<file path="src/rtl/core/scfd_pkg.sv">
// Shared constants and result type for the switch command frame decoder.
package scfd_pkg;

  localparam int FLAG_W = 9;
  localparam int TIME_W = 16;
  localparam int BYTE_W = 8;
  localparam int IDX_W  = 2;

  localparam logic [BYTE_W-1:0] CH_ORDER_OPEN  = 8'h61;
  localparam logic [BYTE_W-1:0] CH_ORDER_CLOSE = 8'h62;
  localparam logic [BYTE_W-1:0] CH_TIME_OPEN   = 8'h63;
  localparam logic [BYTE_W-1:0] CH_TIME_CLOSE  = 8'h64;
  localparam logic [BYTE_W-1:0] CH_LINK        = 8'h67;
  localparam logic [BYTE_W-1:0] CH_ZERO        = 8'h30;
  localparam logic [BYTE_W-1:0] CH_ONE         = 8'h31;
  localparam logic [BYTE_W-1:0] CH_FOUR        = 8'h34;
  localparam logic [BYTE_W-1:0] CH_FIVE        = 8'h35;
  localparam logic [BYTE_W-1:0] CH_NINE        = 8'h39;

  localparam logic [IDX_W-1:0] IDX_FULL = 2'd3;
  localparam logic [IDX_W-1:0] IDX_ONE  = 2'd1;
  localparam logic [IDX_W-1:0] IDX_TWO  = 2'd2;
  localparam logic [3:0]       SEL_BEEP_MAX = 4'd5;

  typedef struct packed {
    logic [FLAG_W-1:0] switch_flags;
    logic [TIME_W-1:0] time_value;
    logic              time_updated;
    logic              buzzer_event;
    logic              link_event;
    logic              warn_clear;
  } res_t;

endpackage

</file>
<file path="src/rtl/core/switch_command_frame_decoder.sv">
// Top level of the switch command frame decoder.
// Each result is registered in the output buffer once its byte is accepted.
// Throughput: one byte per cycle; a one-entry skid register keeps in_ready
// high for one stalled result, so in_ready drops only when two results wait.
// Reset: synchronous active-low rst_n closes both frames, clears the capture
// buffer, capture index, appliance flags and time value, and drops pending results.
module switch_command_frame_decoder import scfd_pkg::*; (
  input  logic              clk,
  input  logic              rst_n,
  input  logic              in_valid,
  output logic              in_ready,
  input  logic [BYTE_W-1:0] in_rx_byte,
  output logic              out_valid,
  input  logic              out_ready,
  output logic [FLAG_W-1:0] out_switch_flags,
  output logic [TIME_W-1:0] out_time_value,
  output logic              out_time_updated,
  output logic              out_buzzer_event,
  output logic              out_link_event,
  output logic              out_warn_clear
);

  logic accept;
  res_t dec_res;
  res_t out_res;

  assign accept = in_valid && in_ready;

  scfd_decode u_decode (
    .clk     (clk),
    .rst_n   (rst_n),
    .accept  (accept),
    .rx_byte (in_rx_byte),
    .res     (dec_res)
  );

  scfd_out_buf u_out_buf (
    .clk        (clk),
    .rst_n      (rst_n),
    .push       (accept),
    .push_data  (dec_res),
    .push_ready (in_ready),
    .pop_valid  (out_valid),
    .pop_ready  (out_ready),
    .pop_data   (out_res)
  );

  assign out_switch_flags = out_res.switch_flags;
  assign out_time_value   = out_res.time_value;
  assign out_time_updated = out_res.time_updated;
  assign out_buzzer_event = out_res.buzzer_event;
  assign out_link_event   = out_res.link_event;
  assign out_warn_clear   = out_res.warn_clear;

endmodule

</file>
<file path="src/rtl/core/scfd_decode.sv">
// Frame state registers and single-pass decode of one received byte.
module scfd_decode import scfd_pkg::*; (
  input  logic              clk,
  input  logic              rst_n,
  input  logic              accept,
  input  logic [BYTE_W-1:0] rx_byte,
  output res_t              res
);

  logic              order_open_r, order_open_nxt;
  logic              time_open_r, time_open_nxt;
  logic [BYTE_W-1:0] buf1_r, buf1_nxt;
  logic [BYTE_W-1:0] buf2_r, buf2_nxt;
  logic [IDX_W-1:0]  idx_r, idx_nxt;
  logic [FLAG_W-1:0] flags_r, flags_nxt;
  logic [TIME_W-1:0] time_r, time_nxt;

  logic              pair_ok;
  logic [BYTE_W-1:0] sel_full;
  logic [3:0]        sel;
  logic [FLAG_W-1:0] mask;
  logic [IDX_W-1:0]  idx_mid;
  logic [TIME_W-1:0] t1;
  logic [TIME_W-1:0] t2;

  always_comb begin
    order_open_nxt = order_open_r;
    time_open_nxt  = time_open_r;
    buf1_nxt       = buf1_r;
    buf2_nxt       = buf2_r;
    idx_nxt        = idx_r;
    flags_nxt      = flags_r;
    time_nxt       = time_r;
    idx_mid        = idx_r;
    res.time_updated = 1'b0;
    res.buzzer_event = 1'b0;
    res.link_event   = 1'b0;
    res.warn_clear   = 1'b0;

    pair_ok  = (buf1_r >= CH_ONE) && (buf1_r <= CH_NINE) &&
               ((buf2_r == CH_ZERO) || (buf2_r == CH_ONE));
    sel_full = buf1_r - CH_ONE;
    sel      = sel_full[3:0];
    mask     = {{(FLAG_W-1){1'b0}}, 1'b1} << sel;
    t1       = {{(TIME_W-BYTE_W){1'b0}}, buf1_r} - {{(TIME_W-BYTE_W){1'b0}}, CH_ZERO};
    t2       = (t1 << 3) + (t1 << 1) + {{(TIME_W-BYTE_W){1'b0}}, buf2_r}
               - {{(TIME_W-BYTE_W){1'b0}}, CH_ZERO};

    case (rx_byte)
      CH_ORDER_OPEN:  order_open_nxt = 1'b1;
      CH_ORDER_CLOSE: order_open_nxt = 1'b0;
      CH_TIME_OPEN:   time_open_nxt  = 1'b1;
      CH_TIME_CLOSE:  time_open_nxt  = 1'b0;
      CH_LINK:        res.link_event = 1'b1;
      default: ;
    endcase

    if (order_open_nxt || time_open_nxt) begin
      if (idx_r != IDX_FULL) begin
        if (idx_r == IDX_ONE) buf1_nxt = rx_byte;
        if (idx_r == IDX_TWO) buf2_nxt = rx_byte;
        idx_nxt = idx_r + 2'd1;
      end
    end else if (rx_byte == CH_ORDER_CLOSE) begin
      if (pair_ok) begin
        if (buf2_r == CH_ONE) flags_nxt = flags_r | mask;
        else flags_nxt = flags_r & ~mask;
        if (sel <= SEL_BEEP_MAX) idx_mid = IDX_ONE;
        if ((sel == 4'd0) && (buf2_r == CH_ZERO)) begin
          res.buzzer_event = 1'b1;
          res.link_event   = 1'b1;
        end
      end else if ((buf1_r == CH_FIVE) && (buf2_r == CH_FOUR)) begin
        res.warn_clear = 1'b1;
      end
      if ((idx_mid == IDX_ONE) && flags_nxt[0]) res.buzzer_event = 1'b1;
      idx_nxt = '0;
    end else if (rx_byte == CH_TIME_CLOSE) begin
      time_nxt = t2;
      res.time_updated = 1'b1;
      idx_nxt = '0;
    end

    res.switch_flags = flags_nxt;
    res.time_value   = time_nxt;
  end

  always_ff @(posedge clk) begin
    if (!rst_n) begin
      order_open_r <= 1'b0;
      time_open_r  <= 1'b0;
      buf1_r       <= '0;
      buf2_r       <= '0;
      idx_r        <= '0;
      flags_r      <= '0;
      time_r       <= '0;
    end else if (accept) begin
      order_open_r <= order_open_nxt;
      time_open_r  <= time_open_nxt;
      buf1_r       <= buf1_nxt;
      buf2_r       <= buf2_nxt;
      idx_r        <= idx_nxt;
      flags_r      <= flags_nxt;
      time_r       <= time_nxt;
    end
  end

`ifndef SYNTHESIS
  a_time_alone: assert property (@(posedge clk) disable iff (!rst_n)
    accept && res.time_updated |-> !res.buzzer_event && !res.warn_clear)
    else $error("time close raised a switch event");

  a_warn_keeps_flags: assert property (@(posedge clk) disable iff (!rst_n)
    accept && res.warn_clear |=> flags_r == $past(flags_r))
    else $error("warning clear changed appliance flags");
`endif

endmodule

</file>
<file path="src/rtl/core/scfd_out_buf.sv">
// Result register with one skid entry between decode and the result channel.
module scfd_out_buf import scfd_pkg::*; (
  input  logic clk,
  input  logic rst_n,
  input  logic push,
  input  res_t push_data,
  output logic push_ready,
  output logic pop_valid,
  input  logic pop_ready,
  output res_t pop_data
);

  logic main_valid_r;
  logic skid_valid_r;
  res_t main_r;
  res_t skid_r;
  logic pop;

  assign pop        = main_valid_r && pop_ready;
  assign push_ready = !skid_valid_r;
  assign pop_valid  = main_valid_r;
  assign pop_data   = main_r;

  always_ff @(posedge clk) begin
    if (!rst_n) begin
      main_valid_r <= 1'b0;
      skid_valid_r <= 1'b0;
    end else if (skid_valid_r) begin
      if (pop) begin
        skid_valid_r <= 1'b0;
      end
    end else if (push) begin
      if (main_valid_r && !pop) begin
        skid_valid_r <= 1'b1;
      end else begin
        main_valid_r <= 1'b1;
      end
    end else if (pop) begin
      main_valid_r <= 1'b0;
    end
  end

  always_ff @(posedge clk) begin
    if (skid_valid_r) begin
      if (pop) main_r <= skid_r;
    end else if (push) begin
      if (main_valid_r && !pop) skid_r <= push_data;
      else main_r <= push_data;
    end
  end

`ifndef SYNTHESIS
  a_skid_behind_main: assert property (@(posedge clk) disable iff (!rst_n)
    skid_valid_r |-> main_valid_r)
    else $error("skid entry held without main entry");

  a_push_lands: assert property (@(posedge clk) disable iff (!rst_n)
    push && !main_valid_r |=> main_valid_r && !skid_valid_r)
    else $error("beat into empty buffer not in main entry");

  a_no_loss: assert property (@(posedge clk) disable iff (!rst_n)
    push && main_valid_r && !pop |=> skid_valid_r)
    else $error("stalled beat not held in skid entry");
`endif

endmodule
</file>
<file path="config.mk">
export PLATFORM = sky130hd
export DESIGN_NAME = switch_command_frame_decoder
export DESIGN_NICKNAME = d
export VERILOG_FILES = /design/src/rtl/core/scfd_pkg.sv /design/src/rtl/core/switch_command_frame_decoder.sv /design/src/rtl/core/scfd_decode.sv /design/src/rtl/core/scfd_out_buf.sv
export SDC_FILE = /design/constraint.sdc
export NUM_CORES = 1
export LEC_CHECK = 0
export BUFFER_PORTS_ARGS = -buffer_cell sky130_fd_sc_hd__buf_4
export CAP_MARGIN = 20
export CORE_ASPECT_RATIO = 1.4
export CORE_MARGIN = 2
export CORE_UTILIZATION = 55
export DETAILED_ROUTE_END_ITERATION = 10
export PLACE_DENSITY = 0.86
export SYNTH_ARGS = -nofsm -noshare
export SYNTH_HDL_FRONTEND = slang
export SYNTH_SLANG_ARGS = --single-unit
</file>
<file path="constraint.sdc">
create_clock -name clk -period 3.3 [get_ports clk]
set_clock_uncertainty 0.1 [all_clocks]
set_input_delay 0.33 -clock clk [delete_from_list [all_inputs] [get_ports clk]]
set_output_delay 0.33 -clock clk [all_outputs]
set_load 0.01 [all_outputs]
</file>
Word-level counts from Yosys, hierarchy flattened --
Cells that the tools add are included.
Storage, ports and cells: flip-flop bits (word level) 105, bits in latches 0, memory bits (writable) 0, memory bits (read-only) 0, input port bits 12, output and inout bits 31, word-level logic and storage cells 114, memories kept 0
Cells by class: add/sub/neg operators 6, $mul 0, div/mod/pow operators 0, $lt $le $gt $ge 3, equality and inequality tests 17, shifts and indexed selects 1, multiplexer cells 40, bitwise operators 4, reductions and logical operators 22
Operators by type and width (number):
- 2-to-1 mux 29 bit | 4
- 2-to-1 mux 9 bit | 6
- 2-to-1 mux 16 bit | 3
- equality test 8 x 7 -> 1 bit, second input constant | 5
- equality test 8 x 6 -> 1 bit, second input constant | 4
- 2-to-1 mux 2 bit | 10
- adder 16 bit | 1
- adder 16 x 8 -> 16 bit | 1
- subtractor 16 x 6 -> 16 bit, second input constant | 1
- 2-to-1 mux 1 bit | 13
- AND reduction 3 bit | 4
- bitwise AND 9 bit | 1
- NOT 9 bit | 1
- OR 9 bit | 1
- << shifter 1 x 4 -> 9 bit, first input constant | 1
- subtractor 8 x 6 -> 9 bit, second input constant | 1
- >= comparator 8 x 6 -> 1 bit, second input constant | 1
- less-or-equal comparator 8 x 6 -> 1 bit, second input constant | 1
- logical AND 1 bit | 8
- inequality test 2 bit, second input constant | 4
- AND reduction 4 bit | 2
- equality test 2 x 1 -> 1 bit, second input constant | 2
- less-or-equal comparator 4 x 3 -> 1 bit, second input constant | 1
- logical NOT 4 bit | 1
- other kinds (12) | 16

Longest topological paths before layout --
word-level depth 15, mapped depth 14, gate-level depth less buffers 13

Cells and area by module --
From an unflattened synthesis, not the netlist that was laid out.
Second synthesis, totals: cell total of the unflattened synthesis 521, area, all modules 5609.1 sq um
Modules (own cells, without submodules):
- scfd_decode | instances 1, cells an instance 415, area an instance 3249.4 sq um, sequential area each 900.9 sq um
- scfd_out_buf | instances 1, cells an instance 105, area an instance 2353.5 sq um, sequential area each 1781.7 sq um
- switch_command_frame_decoder | instances 1, cells an instance 1, area an instance 6.3 sq um, sequential area each 0.0 sq um

Worst setup path before layout --
Ideal clock, no wire load.
kind reg-to-reg, start reg u_decode.buf1_r[1], end reg u_out_buf.main_r (netlist bit u_out_buf.pop_data[11]), data pin, setup time 0.260 ns, arrival 2.895 ns, setup slack 0.045 ns, cell stages (with the launch flop) 14, path buffers 1, cell sequence dfxtp_1 -> clkbuf_1 -> inv_1 -> ha_1 -> inv_1 -> fa_1 -> inv_1 -> fa_1 -> nor2b_1 -> o31a_1 -> a211oi_1 -> a21oi_1 -> inv_2 -> mux2_2
RTL lines:
- start, declared | RTL line scfd_decode.sv:12 | logic [BYTE_W-1:0] buf1_r, buf1_nxt;
- start signal, assigned | RTL line scfd_decode.sv:100 | buf1_r <= buf1_nxt;
- end signal, assigned | RTL line scfd_out_buf.sv:45 | if (pop) main_r <= skid_r;
- end signal, assigned | RTL line scfd_out_buf.sv:48 | else main_r <= push_data;
- end, declared | RTL line scfd_out_buf.sv:15 | res_t main_r;

Worst setup path in the final report --
start reg u_decode.buf2_r[3], end reg u_out_buf.main_r (netlist bit u_out_buf.pop_data[17]), data pin
On the way: cells in the longest elaborated chain, start to end 8
Ends and longest elaborated chain:
- start, declared | RTL line scfd_decode.sv:13 | logic [BYTE_W-1:0] buf2_r, buf2_nxt;
- start signal, assigned | RTL line scfd_decode.sv:101 | buf2_r <= buf2_nxt;
- adder 16 x 8 -> 16 bit | RTL line scfd_decode.sv:46 | t2 = (t1 << 3) + (t1 << 1) + {{(TIME_W-BYTE_W){1'b0}}, buf2_r}
- subtractor 16 x 6 -> 16 bit | RTL line scfd_decode.sv:47 | - {{(TIME_W-BYTE_W){1'b0}}, CH_ZERO};
- 2-to-1 mux 16 bit | RTL line scfd_decode.sv:78 | end else if (rx_byte == CH_TIME_CLOSE) begin
- 2-to-1 mux 16 bit | RTL line scfd_decode.sv:64 | end else if (rx_byte == CH_ORDER_CLOSE) begin
- 2-to-1 mux 16 bit | RTL line scfd_decode.sv:58 | if (order_open_nxt || time_open_nxt) begin
- 2-to-1 mux 29 bit | RTL line scfd_out_buf.sv:47 | if (main_valid_r && !pop) skid_r <= push_data;
- 2-to-1 mux 29 bit | RTL line scfd_out_buf.sv:46 | end else if (push) begin
- 2-to-1 mux 29 bit | RTL line scfd_out_buf.sv:44 | if (skid_valid_r) begin
Every way passes these cells. The select of a mux whose other input is x is not followed. A chain may end at the register's enable or synchronous reset.

==> summary.md <==
| Metric | Value |
|---|---|
| Num CTS Buffers | 9 |
| Post-synthesis cell area | 0.00576 mm2 |
| Area leader, netlist | edfxtp_1 |
| I/O Buffers | 42 |
| Vias in the first global route | 4253 |
| Layout cell share with drive strength beyond 1 | 26.5% |
| Worst Max-Slew Pin Slew | 734 ps |
| Setup Slack @ Placement | -67.7 ps |
| Slew margin rel. | 51.0% |
| Detail-routed via count per cell | 5.92 |
| # fillers | 770 |
| Post-synthesis register bit count | 105 |
| Switching share of power | 23.4% |
| DRC Markers | 0 |
| YS warnings | 0 |
| Starting density of the core | 56.0% |
| First-pass GRT wire length | 19800 um |
| Placer Congestion | 0.896 |
| Static Leak | 2.73 nW |
| NetSw | 0.000624 W |
| Internal power | 0.00204 W |
| Cts hold-fix bufs | 0 |
| Sequential power share | 54.4% |
| # diodes | 0 |
| Ports | 43 |
| Async SR Flop Fraction | 0% |
| CP max stage delay | 540 ps |
| Congestion Overflow GR | 0 |
| Setup violations, final | 0 |
| Syn-to-layout area delta | 15.8% |
| CTS max path bufs | 2 |
| Largest net degree at the start of global routing | 50 |
| Post-DRT Antenna Nets | 0 |
| Slew Limit Fails | 0 |
| Hold Crit Class | input pin to flip-flop |
| Post-route clock period utilization | 98.5% |
| Via count | 4277 |
| Yosys cell types | 68 |
| Crit start category | flip-flop |
| Initial drt markers | 421 |
| Sink Count | 105 |
| Final TNS setup | 0 ps |
| Synth area leaders | edfxtp_1 30%, dfxtp_1 16%, ha_1 5.9%, nand2_1 4.7%, mux2_2 4.5% |
| H-tree lvl count | 3 |
| Drt total wl | 12400 um |
| Share of the synthesized area in the top cell type | 30.2% |
| Die area | 0.0113 mm2 |
| CTS Root Cell | clkbuf_16 |
| CP Data Arrival Time | 3250 ps |
| DP Wirelength | 8240 um |
| Clock Latency Late Sink | 350 ps |
| TritonCTS clock tree | yes |
| Crit path cell chain | inv_1, fa_1, inv_2, ha_4, ha_2, inv_1, fa_2, nor2b_2, o31a_1, o211a_1, o31a_1, o21ai_1 |
| Post-layout min period | 3250 ps |
| Final WS setup | 48.1 ps |
| Initial antenna violation count | 0 |
| Clk pin slew, worst setup/hold paths | 70 ps |
| Critical path class | flip-flop to flip-flop |
| Pwr dens | 400 mW/mm2 |
| GRT met2 Usage | 36.6% |
| Chip width | 90.5 um |
| Final Util | 64.8% |
| GRT busiest layer | met2 |
| Final-stage net count | 624 |
| Core Region | 0.0103 mm2 |
| Post-Syn Nets | 581 |
| Worst Path Required | 3300 ps |
| Avg Cell Area, Syn | 10.8 um2 |
| Worst VDD drop | 0.260 mV |
| Clock network power share | 37.8% |
| Drt wl/cell | 17.1 um |
| Fmax achieved | 308 MHz |
| Endpoints failing hold | 0 |
| Synth Instances | 536 |
| Ys flop type | edfxtp_1 |
| Register area share after synthesis | 46.5% |
| Max_cap viols | 0 |
| DR pass1 iterations | 5 |
| Overall Global Routing Usage | 21.5% |
| Met3 track demand over resource | 3.67% |
| Rows | 44 |
| Worst Path Max Fanout | 6 |
| Height of the die | 125 um |
| Outcome | completed |
| Worst setup EP type | flip-flop |
| CP max stage cell | fa_1 |
| Routing usage on met1 | 26.7% |
| EDFF count, synth | 58 |
| Comb power frac | 7.8% |
[repair_timing]
action	in CTS	in global routing
gates cloned	0	0
hold endpoints to repair	0	0
pin swaps	0	19
resized for setup	4	25
setup buffers	0	5
setup endpoints to repair	1	21
[power groups by stage]
| stage | combinational (W) | clock, W | sequential, W |
|---|---|---|---|
| floorplan | 0.000101 | 0 | 0.00149 |
| global placement | 0.000197 | 0 | 0.00148 |
| detailed placement | 0.000203 | 0 | 0.00148 |
| CTS | 0.000205 | 0.00101 | 0.00145 |
| global route | 0.000223 | 0.00106 | 0.00146 |
| finish | 0.000208 | 0.00101 | 0.00145 |
[sequential cells by signal, indices dropped and copies added, names as in the netlist]
name,cells
u_out_buf.pop_valid,1
u_decode.flags_r,9
u_decode.idx_r,2
u_decode.buf1_r,8
u_out_buf.skid_r,29
u_decode.time_r,16
u_out_buf.skid_valid_r,1
u_out_buf.pop_data,29
u_decode.time_open_r,1
u_decode.order_open_r,1
u_decode.buf2_r,8
[metal layers]
layer	part of all wire, %	wire, um	vias to the layer above
met5	0	0	-
met3	5.6	687	35
li1	-	-	2027
met2	50	6190	170
met1	42	5170	2045
met4	2.5	314	0
[path summary, 6_finish.rpt]
kind                                           from                endpoint  slack, ps  cells past startpoint
worst max-delay path             u_decode.buf2_r[3]  u_out_buf.pop_data[17]         50                     12
worst min-delay path                      out_ready  u_out_buf.skid_valid_r         90                      2
worst max register to register   u_decode.buf2_r[3]  u_out_buf.pop_data[17]         50                     12
worst min register to register  u_decode.flags_r[2]     u_decode.flags_r[2]        360                      2
[logic make-up after synthesis]
group | Yosys count | share of synthesized area, %
AND/OR/NAND/NOR | 191 | 18.7
flip-flops | 105 | 46.5
AO/OA/AOI/OAI | 81 | 9.79
buffers and inverters | 60 | 4.47
multiplexers | 59 | 11.5
adder cells (fa/ha/maj) | 33 | 7.95
XOR/XNOR | 7 | 1.06
[final cells by class]
class	count	area, um2	share of cell area [%]
Inverter	33	124	1.86
Multi-Input combinational cell	371	2970	44.5
Clock inverter	5	41.3	0.619
Sequential cell	105	2690	40.3
Timing Repair Buffer	59	443	6.64
Tap cell	138	173	2.59
Clock buffer	11	233	3.49
[placed cells by master, fill, tap and decap left out, drive strengths merged, types with 6 or more instances in the layout]
cell,netlist,routed
a211oi,6,6
a21oi,20,20
and3,7,7
buf,10,59
clkbuf,17,11
dfxtp,47,47
edfxtp,58,58
fa,6,6
ha,27,27
inv,33,35
mux2,34,34
mux2i,25,25
nand2,73,73
nand3,16,16
nand4,13,13
nor2,27,27
nor2b,7,7
nor3,12,12
nor3b,6,6
nor4,8,8
o21ai,19,19
[cells in the mapped netlist (all sizes together), types with 3 or more instances]
| library cell | count |
|---|---|
| inv | 33 |
| or3 | 4 |
| nand3 | 16 |
| o21a | 3 |
| o211ai | 3 |
| a21oi | 20 |
| edfxtp | 58 |
| nor2 | 27 |
| nand2b | 5 |
| xor2 | 4 |
| mux2 | 34 |
| ha | 27 |
| mux2i | 25 |
| and3 | 7 |
| clkbuf | 17 |
| o22ai | 5 |
| fa | 6 |
| a211oi | 6 |
| nand4 | 13 |
| xnor2 | 3 |
| or4 | 5 |
| nor2b | 7 |
| buf | 10 |
| nor3b | 6 |
| nor3 | 12 |
| nor4 | 8 |
| o21ai | 19 |
| dfxtp | 47 |
| nand2 | 73 |
| o2111ai | 3 |
[worst max-delay path: cells and delay by family (launching register included)]
family	cells	cell delay, ps
DFF	1	340
AOI/OAI and AO/OA	4	860
adders and majority gates	4	1380
and+or+nand+nor	1	140
buffers and inverters	3	170
[stage by stage]
step	total power (W)	area [um2]	cells	hold slack (ps)
5_1_grt	0.00274	6670	722	91.6
4_1_cts	0.00267	6510	717	89.1
2_1_floorplan	0.00160	5760	536	330
3_3_place_gp	0.00168	6210	701	343
6_report	0.00267	6670	722	87.4
3_5_place_dp	0.00168	6210	701	353
(Power assumes the default switching activity.)
